**src/bcd_pkg.sv**
```systemverilog
// ----------------------------------------------------------------------------
// bcd_pkg: shared types and constants for the bounded circular deque
// Payload structs, operation codes, controller states and the command and
// status groups between the controller and the datapath.
// ----------------------------------------------------------------------------
package bcd_pkg;

  localparam int unsigned WORD_W = 32;
  localparam int unsigned FUNC_W = 3;
  localparam int unsigned CAP_W  = 7;

  // capacity register value after reset
  localparam logic [CAP_W-1:0] CAP_RST = 7'd64;

  // operation codes; codes 5..7 behave as a query
  typedef enum logic [FUNC_W-1:0] {
    FUNC_INS_FRONT = 3'd0,
    FUNC_INS_REAR  = 3'd1,
    FUNC_DEL_FRONT = 3'd2,
    FUNC_DEL_REAR  = 3'd3,
    FUNC_QUERY     = 3'd4
  } func_e;

  // controller states
  typedef enum logic [1:0] {
    ST_IDLE,
    ST_READ,
    ST_LOAD
  } state_e;

  // input word
  typedef struct packed {
    logic [FUNC_W-1:0]        func;
    logic signed [WORD_W-1:0] value;
  } in_t;

  // result word
  typedef struct packed {
    logic                     succeeded;
    logic signed [WORD_W-1:0] front_word;
    logic signed [WORD_W-1:0] rear_word;
    logic                     is_empty;
    logic                     is_full;
  } out_t;

  // controller -> datapath
  typedef struct packed {
    logic exec;   // apply the accepted operation
    logic rd_en;  // read front and rear entries
    logic load;   // load the result register
  } ctrl_cmd_t;

  // datapath -> controller
  typedef struct packed {
    logic out_free;  // result register can take a new word this cycle
    logic res_held;  // result register holds a word not yet taken
  } ctrl_sts_t;

endpackage

```
**src/bounded_circular_deque_core.sv**
```systemverilog
// After an input is accepted the controller reads the store, then loads the result
// register, waiting while it is still occupied; a new word is taken only in idle.
// The ring store is single-write, two-read; the next word is taken while a result waits.
// Capacity writes are taken only in idle with no result pending, ahead of an input.
// Reset: count and front pointer cleared, capacity 64, rear pointer at capacity
// minus one; store contents stay undefined until written.
// ----------------------------------------------------------------------------
// bounded_circular_deque_core: bounded double-ended queue of 32-bit words
// Insert or remove at either end, or query; each word returns one result with
// success, front and rear words, and empty and full flags.
// ----------------------------------------------------------------------------
module bounded_circular_deque_core #(
  parameter int DEPTH = 64
) (
  input  logic                      clk_i,
  input  logic                      rst_ni,
  input  logic                      in_valid_i,
  output logic                      in_ready_o,
  input  bcd_pkg::in_t              in_data_i,
  output logic                      out_valid_o,
  input  logic                      out_ready_i,
  output bcd_pkg::out_t             out_data_o,
  input  logic                      cfg_valid_i,
  output logic                      cfg_ready_o,
  input  logic [bcd_pkg::CAP_W-1:0] cfg_data_i
);

  bcd_pkg::ctrl_cmd_t cmd;
  bcd_pkg::ctrl_sts_t sts;

  bcd_ctrl u_ctrl (
    .clk_i       (clk_i),
    .rst_ni      (rst_ni),
    .in_valid_i  (in_valid_i),
    .in_ready_o  (in_ready_o),
    .cfg_valid_i (cfg_valid_i),
    .cfg_ready_o (cfg_ready_o),
    .sts_i       (sts),
    .cmd_o       (cmd)
  );

  bcd_dp #(
    .DEPTH (DEPTH)
  ) u_dp (
    .clk_i       (clk_i),
    .rst_ni      (rst_ni),
    .in_data_i   (in_data_i),
    .cfg_we_i    (cfg_valid_i && cfg_ready_o),
    .cfg_data_i  (cfg_data_i),
    .cmd_i       (cmd),
    .sts_o       (sts),
    .out_valid_o (out_valid_o),
    .out_ready_i (out_ready_i),
    .out_data_o  (out_data_o)
  );

`ifndef NO_ASSERTIONS
  // one word in flight: no accept in the cycle after an accept
  a_one_in_flight: assert property (@(posedge clk_i) disable iff (!rst_ni)
    in_valid_i && in_ready_o |=> !in_ready_o)
    else $error("input accepted while previous word in flight");

  // empty result shows -1 at both ends
  a_empty_words: assert property (@(posedge clk_i) disable iff (!rst_ni)
    out_valid_o && out_data_o.is_empty |->
      out_data_o.front_word == '1 && out_data_o.rear_word == '1)
    else $error("empty result with stale words");

  // capacity is at least one, so empty and full never coincide
  a_empty_full: assert property (@(posedge clk_i) disable iff (!rst_ni)
    out_valid_o |-> !(out_data_o.is_empty && out_data_o.is_full))
    else $error("result both empty and full");
`endif

endmodule

```
**src/bcd_ctrl.sv**
```systemverilog
// ----------------------------------------------------------------------------
// bcd_ctrl: operation sequencer
// Accepts one word, then steps through the store read and the result load,
// waiting in the load step while the result register is still occupied.
// Capacity writes are taken only in idle with no result pending.
// ----------------------------------------------------------------------------
module bcd_ctrl (
  input  logic                 clk_i,
  input  logic                 rst_ni,
  input  logic                 in_valid_i,
  output logic                 in_ready_o,
  input  logic                 cfg_valid_i,
  output logic                 cfg_ready_o,
  input  bcd_pkg::ctrl_sts_t   sts_i,
  output bcd_pkg::ctrl_cmd_t   cmd_o
);

  bcd_pkg::state_e state_q, state_d;

  // state register
  always_ff @(posedge clk_i or negedge rst_ni) begin
    if (!rst_ni) begin
      state_q <= bcd_pkg::ST_IDLE;
    end else begin
      state_q <= state_d;
    end
  end

  // next state; a pending capacity write goes first
  always_comb begin
    state_d = state_q;
    case (state_q)
      bcd_pkg::ST_IDLE: begin
        if (in_valid_i && !cfg_valid_i) state_d = bcd_pkg::ST_READ;
      end
      bcd_pkg::ST_READ: begin
        state_d = bcd_pkg::ST_LOAD;
      end
      bcd_pkg::ST_LOAD: begin
        if (sts_i.out_free) state_d = bcd_pkg::ST_IDLE;
      end
      default: begin
        state_d = bcd_pkg::ST_IDLE;
      end
    endcase
  end

  // outputs
  always_comb begin
    in_ready_o  = 1'b0;
    cfg_ready_o = 1'b0;
    cmd_o       = '0;
    case (state_q)
      bcd_pkg::ST_IDLE: begin
        cfg_ready_o = !sts_i.res_held;
        in_ready_o  = !cfg_valid_i;
        cmd_o.exec  = in_valid_i && !cfg_valid_i;
      end
      bcd_pkg::ST_READ: begin
        cmd_o.rd_en = 1'b1;
      end
      bcd_pkg::ST_LOAD: begin
        cmd_o.load = sts_i.out_free;
      end
      default: begin
        in_ready_o = 1'b0;
      end
    endcase
  end

endmodule

```
**src/bcd_dp.sv**
```systemverilog
// ----------------------------------------------------------------------------
// bcd_dp: deque datapath
// Ring store, front and rear pointers, entry count, capacity register and
// the result register.
// ----------------------------------------------------------------------------
module bcd_dp #(
  parameter int DEPTH = 64
) (
  input  logic                          clk_i,
  input  logic                          rst_ni,
  input  bcd_pkg::in_t                  in_data_i,
  input  logic                          cfg_we_i,
  input  logic [bcd_pkg::CAP_W-1:0]     cfg_data_i,
  input  bcd_pkg::ctrl_cmd_t            cmd_i,
  output bcd_pkg::ctrl_sts_t            sts_o,
  output logic                          out_valid_o,
  input  logic                          out_ready_i,
  output bcd_pkg::out_t                 out_data_o
);

  localparam int PTR_W   = (DEPTH > 1) ? $clog2(DEPTH) : 1;
  localparam int CNT_W   = $clog2(DEPTH + 1);
  localparam int RST_CAP = (DEPTH < int'(bcd_pkg::CAP_RST)) ? DEPTH : int'(bcd_pkg::CAP_RST);

  // effective capacity: the register value limited to 1..DEPTH
  function automatic logic [CNT_W-1:0] clamp_cap(input logic [bcd_pkg::CAP_W-1:0] c);
    if (c == '0) begin
      return CNT_W'(1);
    end else if (32'(c) > DEPTH) begin
      return CNT_W'(DEPTH);
    end else begin
      return CNT_W'(c);
    end
  endfunction

  // pointer advance, wrapping at the effective capacity
  function automatic logic [PTR_W-1:0] step_up(input logic [PTR_W-1:0] p,
                                               input logic [CNT_W-1:0] c);
    logic [CNT_W-1:0] nxt;
    nxt = CNT_W'(p) + CNT_W'(1);
    return (nxt >= c) ? '0 : PTR_W'(nxt);
  endfunction

  // pointer retreat, wrapping to capacity minus one
  function automatic logic [PTR_W-1:0] step_down(input logic [PTR_W-1:0] p,
                                                 input logic [CNT_W-1:0] c);
    return (p == '0) ? PTR_W'(c - CNT_W'(1)) : p - PTR_W'(1);
  endfunction

  logic [bcd_pkg::CAP_W-1:0] cap_q;
  logic [PTR_W-1:0]          front_q, front_d;
  logic [PTR_W-1:0]          rear_q, rear_d;
  logic [CNT_W-1:0]          cnt_q, cnt_d;
  logic                      ok_q, ok_d;
  logic [CNT_W-1:0]          eff_cap;
  logic [CNT_W-1:0]          cfg_eff;
  logic                      full, empty;
  logic                      we;
  logic [PTR_W-1:0]          waddr;

  logic signed [bcd_pkg::WORD_W-1:0] mem [DEPTH];
  logic signed [bcd_pkg::WORD_W-1:0] rd_front_q, rd_rear_q;

  logic          out_valid_q;
  bcd_pkg::out_t out_q;

  assign eff_cap = clamp_cap(cap_q);
  assign cfg_eff = clamp_cap(cfg_data_i);
  assign full    = (cnt_q >= eff_cap);
  assign empty   = (cnt_q == '0);

  // operation decode and pointer update
  always_comb begin
    front_d = front_q;
    rear_d  = rear_q;
    cnt_d   = cnt_q;
    ok_d    = 1'b1;
    we      = 1'b0;
    waddr   = front_q;
    case (bcd_pkg::func_e'(in_data_i.func))
      bcd_pkg::FUNC_INS_FRONT: begin
        if (full) begin
          ok_d = 1'b0;
        end else begin
          front_d = step_down(front_q, eff_cap);
          waddr   = front_d;
          we      = 1'b1;
          cnt_d   = cnt_q + CNT_W'(1);
        end
      end
      bcd_pkg::FUNC_INS_REAR: begin
        if (full) begin
          ok_d = 1'b0;
        end else begin
          rear_d = step_up(rear_q, eff_cap);
          waddr  = rear_d;
          we     = 1'b1;
          cnt_d  = cnt_q + CNT_W'(1);
        end
      end
      bcd_pkg::FUNC_DEL_FRONT: begin
        if (empty) begin
          ok_d = 1'b0;
        end else begin
          front_d = step_up(front_q, eff_cap);
          cnt_d   = cnt_q - CNT_W'(1);
        end
      end
      bcd_pkg::FUNC_DEL_REAR: begin
        if (empty) begin
          ok_d = 1'b0;
        end else begin
          rear_d = step_down(rear_q, eff_cap);
          cnt_d  = cnt_q - CNT_W'(1);
        end
      end
      default: begin
        ok_d = 1'b1;
      end
    endcase
  end

  // pointers, count and capacity; capacity write takes effect only when empty
  always_ff @(posedge clk_i or negedge rst_ni) begin
    if (!rst_ni) begin
      cap_q   <= bcd_pkg::CAP_RST;
      front_q <= '0;
      rear_q  <= PTR_W'(RST_CAP - 1);
      cnt_q   <= '0;
    end else if (cmd_i.exec) begin
      front_q <= front_d;
      rear_q  <= rear_d;
      cnt_q   <= cnt_d;
    end else if (cfg_we_i && empty) begin
      cap_q   <= cfg_data_i;
      front_q <= '0;
      rear_q  <= PTR_W'(cfg_eff - CNT_W'(1));
    end
  end

  // status of the operation
  always_ff @(posedge clk_i) begin
    if (cmd_i.exec) ok_q <= ok_d;
  end

  // ring store: one write port, front and rear read with registered data
  always_ff @(posedge clk_i) begin
    if (cmd_i.exec && we) mem[waddr] <= in_data_i.value;
    if (cmd_i.rd_en) begin
      rd_front_q <= mem[front_q];
      rd_rear_q  <= mem[rear_q];
    end
  end

  // result register
  always_ff @(posedge clk_i or negedge rst_ni) begin
    if (!rst_ni) begin
      out_valid_q <= 1'b0;
    end else if (cmd_i.load) begin
      out_valid_q <= 1'b1;
    end else if (out_ready_i) begin
      out_valid_q <= 1'b0;
    end
  end

  always_ff @(posedge clk_i) begin
    if (cmd_i.load) begin
      out_q.succeeded  <= ok_q;
      out_q.front_word <= empty ? '1 : rd_front_q;
      out_q.rear_word  <= empty ? '1 : rd_rear_q;
      out_q.is_empty   <= empty;
      out_q.is_full    <= full;
    end
  end

  assign sts_o.out_free = !out_valid_q || out_ready_i;
  assign sts_o.res_held = out_valid_q;
  assign out_valid_o    = out_valid_q;
  assign out_data_o     = out_q;

endmodule

```
**config.mk**
```make
export PLATFORM = sky130hd
export DESIGN_NAME = bounded_circular_deque_core
export DESIGN_NICKNAME = d
export VERILOG_FILES = /design/src/bcd_pkg.sv /design/src/bounded_circular_deque_core.sv /design/src/bcd_ctrl.sv /design/src/bcd_dp.sv
export SDC_FILE = /design/constraint.sdc
export NUM_CORES = 2
export LEC_CHECK = 0
export ABC_AREA = 0
export BUFFER_PORTS_ARGS = -buffer_cell sky130_fd_sc_hd__buf_2
export CORE_ASPECT_RATIO = 1.75
export CORE_UTILIZATION = 45
export DETAILED_ROUTE_END_ITERATION = 8
export GPL_TIMING_DRIVEN = 1
export HOLD_SLACK_MARGIN = 0.05
export PLACE_DENSITY_LB_ADDON = 0.1
export RECOVER_POWER = 25
export SYNTH_ARGS = -nofsm -noshare
export SYNTH_HDL_FRONTEND = slang
export SYNTH_SLANG_ARGS = --single-unit
```
**constraint.sdc**
```tcl
create_clock -name clk_i -period 7.3 [get_ports clk_i]
set_input_delay 1.095 -clock clk_i [delete_from_list [all_inputs] [get_ports clk_i]]
set_output_delay 1.095 -clock clk_i [all_outputs]
set_load 0.01 [all_outputs]
```
==> results.py <==
metrics = {
    "layout": {
        "drive_above_1_share": 0.4261,
        "fin_nets": 4628,
        "syn_to_final_growth_pct": 11.55,
    },
    "logic_synthesis": {
        "yosys.area.top_type_share": 0.6481,
        "yosysWarnings": 0,
        "syn_inst": 4368,
        "avgSynthCellArea_um2": 23.12,
        "synth_ff_type": "edfxtp_1",
        "syn_nets": 4449,
        "ys_seq_area_frac": 0.6554,
        "yosys.area.top_type": "edfxtp_1",
        "synth-seq-cells": 2209,
        "yosys-top-cells-area": "edfxtp_1 65%, mux4_2 30%, clkbuf_1 0.59%, dfrtp_1 0.55%, nand2b_1 0.46%",
        "async_reset_ff_frac": 0.01313,
        "synth_edf_count": 2180,
        "synth.distinct_cells": 76,
        "post_synth_instance_area_um2": 101000,
    },
    "floorplan": {
        "dieHeight_um": 628.8,
        "die_w_um": 360.1,
        "initial_core_util": 0.4537,
        "io_pins": 117,
        "core.rowCount": 229,
        "coreArea_um2": 222600,
        "dieArea_um2": 226400,
    },
    "pwr": {
        "power_density_nw_per_um2": 388.5,
        "p_leak_nw": 34.02,
        "ir_drop_mv": 0.4091,
    },
    "worst_setup_path": {
        "crit_start": "u_dp.cap_q[3]$_DFFE_PN0P_",
        "worstPathCellList": "or4_1, o32ai_2, ha_1, nor2b_1, o21ai_1, a211oi_4, inv_2, o32a_1, o221ai_2, nand3_1, nor2_4, buf_4",
        "crit_arrival_ns": 6.21,
        "cp.required_ns": 7.80,
        "r2r_end": "u_dp.mem[51][27]$_DFFE_PP_",
        "regToRegSetupSlack_ns": 1.59,
        "crit_fanout": 15,
        "cp_slowest_cell": "nand3_1",
        "reg2reg_depth": 12,
        "startpoint_type": "flop",
        "critPathMaxStageDelay_ns": 0.80,
        "crit_path_end_kind": "flop",
        "r2r-start": "u_dp.cap_q[3]$_DFFE_PN0P_",
        "worst-setup-path-type": "reg2reg",
    },
    "run_status": {
        "status": "finished with violations",
        "violations": "max-capacitance violations, max-slew violations",
    },
    "timing": {
        "clock_skew_ns": 0.04888,
        "rsz0062_at_grt": "no",
        "period_share": 0.7824,
        "period_minus_slack_ns": 5.712,
        "max_freq_mhz": 175.1,
        "setup_viol": 0,
        "slew_viol_final": 1200,
        "slew_headroom": -1.416,
        "worst_pin_slew_ns": 3.623,
        "fin_tns_setup_ns": 0,
        "fin_ws_ns": 1.588,
        "hold_viol": 0,
    },
    "clock_tree": {
        "cts_setup_buffers": 0,
        "htreeDepth": 4,
        "clockRootBuffer": "clkbuf_16",
        "cts.sinks": 2209,
        "cts-resized-gates": 0,
        "cts-buffers-inserted": 211,
        "cts_tree": "done",
        "clk_path_buf_depth": 4,
        "cts_hold_buf": 0,
        "clk_latency_ns": 0.86,
        "clk_pin_slew_ns": 0.07,
    },
    "global_routing": {
        "overflow": 0,
        "grt_use_total": 0.2908,
        "grt_pass1_wl_mm": 451.2,
        "antenna_found_initial": 42,
        "grt_max_degree": 131,
        "grt_pass1_vias": 54640,
    },
    "place": {
        "preCtsSetupSlack_ns": 1.662,
        "hpwl_mm": 197.4,
        "portBuffers": 116,
        "gp_congestion": 0.8666,
    },
    "hold_path": {
        "min_to": "u_dp.out_data_o[66]$_DFFE_PP_",
        "hold_path.class": "reg2reg",
        "min_path_cells": 0,
        "worstHoldStart": "u_dp.ok_q$_DFFE_PP_",
    },
    "route": {
        "num_vias": 52180,
        "ant_nets": 0,
        "drc": 0,
        "vias_per_cell": 6.864,
        "routed_wl_mm": 326.4,
        "wl_met1_mm": 117.0,
        "dr.max_layer_used": "met5",
        "wl_met3_mm": 21.88,
        "dr_wl_met2_mm": 174.1,
        "first_iter_violations": 5834,
        "wl_per_cell_um": 42.93,
        "drt_pass1_iterations": 6,
    },
    "job": {
        "drv_cap": 19,
    },
}
-- flip-flops by register name, summed over array words and instances, names as in the netlist --
| register | count |
|---|---|
| u_dp.cap_q | 7 |
| u_dp.ok_q | 1 |
| u_dp.out_data_o | 67 |
| u_dp.front_q | 6 |
| u_ctrl.state_q | 2 |
| u_dp.out_valid_o | 1 |
| u_dp.rd_front_q | 32 |
| u_dp.mem | 2048 |
| u_dp.cnt_q | 7 |
| u_dp.rd_rear_q | 32 |
| u_dp.rear_q | 6 |
-- cell usage after synthesis, types with 21 or more instances --
library cell / n
buf_1: 49
buf_2: 92
clkbuf_1: 159
dfrtp_1: 22
edfxtp_1: 2180
ha_1: 33
mux4_2: 1344
nand2_1: 52
nand2b_1: 74
nor2_1: 96
o21ai_0: 21
-- stage by stage --
stage / instance area, um^2 / util / hold WS [ns] / cells / total power [mW]
finish: 112700 / 0.5061 / 0.4838 / 7602 / 43.77
global route: 112700 / 0.5061 / 0.4757 / 7598 / 45.12
CTS: 112700 / 0.5063 / 0.2891 / 7592 / 44.16
detailed placement: 106100 / 0.4766 / 0.4669 / 7221 / 33.32
global placement: 106100 / 0.4766 / 0.4564 / 7221 / 33.35
floorplan: 101000 / - / 0.4003 / 4368 / 26.97
-- placed cells by master, fill, tap and decap left out, drive strengths merged, types with 6 or more instances in the layout --
cell,netlist,routed
inv,20,27
a21o,9,9
buf,166,271
clkbuf,159,283
diode,0,10
xnor2,8,8
ha,33,33
clkinv,2,78
nor2,98,98
nand2b,74,74
or3,8,8
dfrtp,22,22
nor2b,7,7
o21ai,22,22
nand2,52,52
clkinvlp,0,7
bufinv,0,18
edfxtp,2180,2180
dfstp,7,7
a31oi,6,6
a21oi,18,18
mux4,1344,1344
xor2,13,13
nand3,22,22
nor3,11,11
-- cell families after synthesis --
logic type / Yosys count / synth area share
AOI/OAI and AO/OA: 105 / 0.007717
adders and majority gates: 35 / 0.004385
DFF: 2209 / 0.6554
muxes: 1352 / 0.3005
xor gates and xnor gates: 21 / 0.001821
and+or+nand+nor: 299 / 0.01489
buffers and inverters: 347 / 0.01534
-- report_power, final --
group	internal, mW	switching, mW	leakage [nW]
combinational	8.34	9.47	10.8
clock	6.06	4.83	3.23
sequential	14.4	0.649	20.0
-- area by class of cell --
type	count	area (um^2)
clock inverter	108	993.5
multi-input combinational	1812	33760
clock buffer	263	5613
fill	17400	110000
tap	2887	3612
antenna	10	25.02
timing repair buffer	291	2337
sequential	2209	66230
inverter	22	100.1
-- routing by layer --
metal | global-route usage | up-vias
met4 | 0.1058 | 10
met1 | 0.3617 | 29470
met5 | 0 | -
met3 | 0.04207 | 515
met2 | 0.5155 | 2280
li1 | - | 19910
-- critical path: cells and delay by family, from the launching register on --
kind	cells	cell delay, ns
AO/OA/AOI/OAI	5	1.86
flip-flops	1	0.45
AND/OR/NAND/NOR	4	2.15
buffers and inverters	2	0.51
adder cells (fa/ha/maj)	1	0.34
-- worst max-delay path by stage --
stage                                 endpoint  cells past startpoint
detailed placement   u_dp.mem[51][4]$_DFFE_PP_                     12
global placement    u_dp.mem[51][25]$_DFFE_PP_                     12
global route        u_dp.mem[51][27]$_DFFE_PP_                     12
CTS                 u_dp.mem[51][30]$_DFFE_PP_                     12
finish              u_dp.mem[51][27]$_DFFE_PP_                     12
floorplan            u_dp.mem[21][0]$_DFFE_PP_                     12
Note: power is estimated with default switching activity, not from simulation.
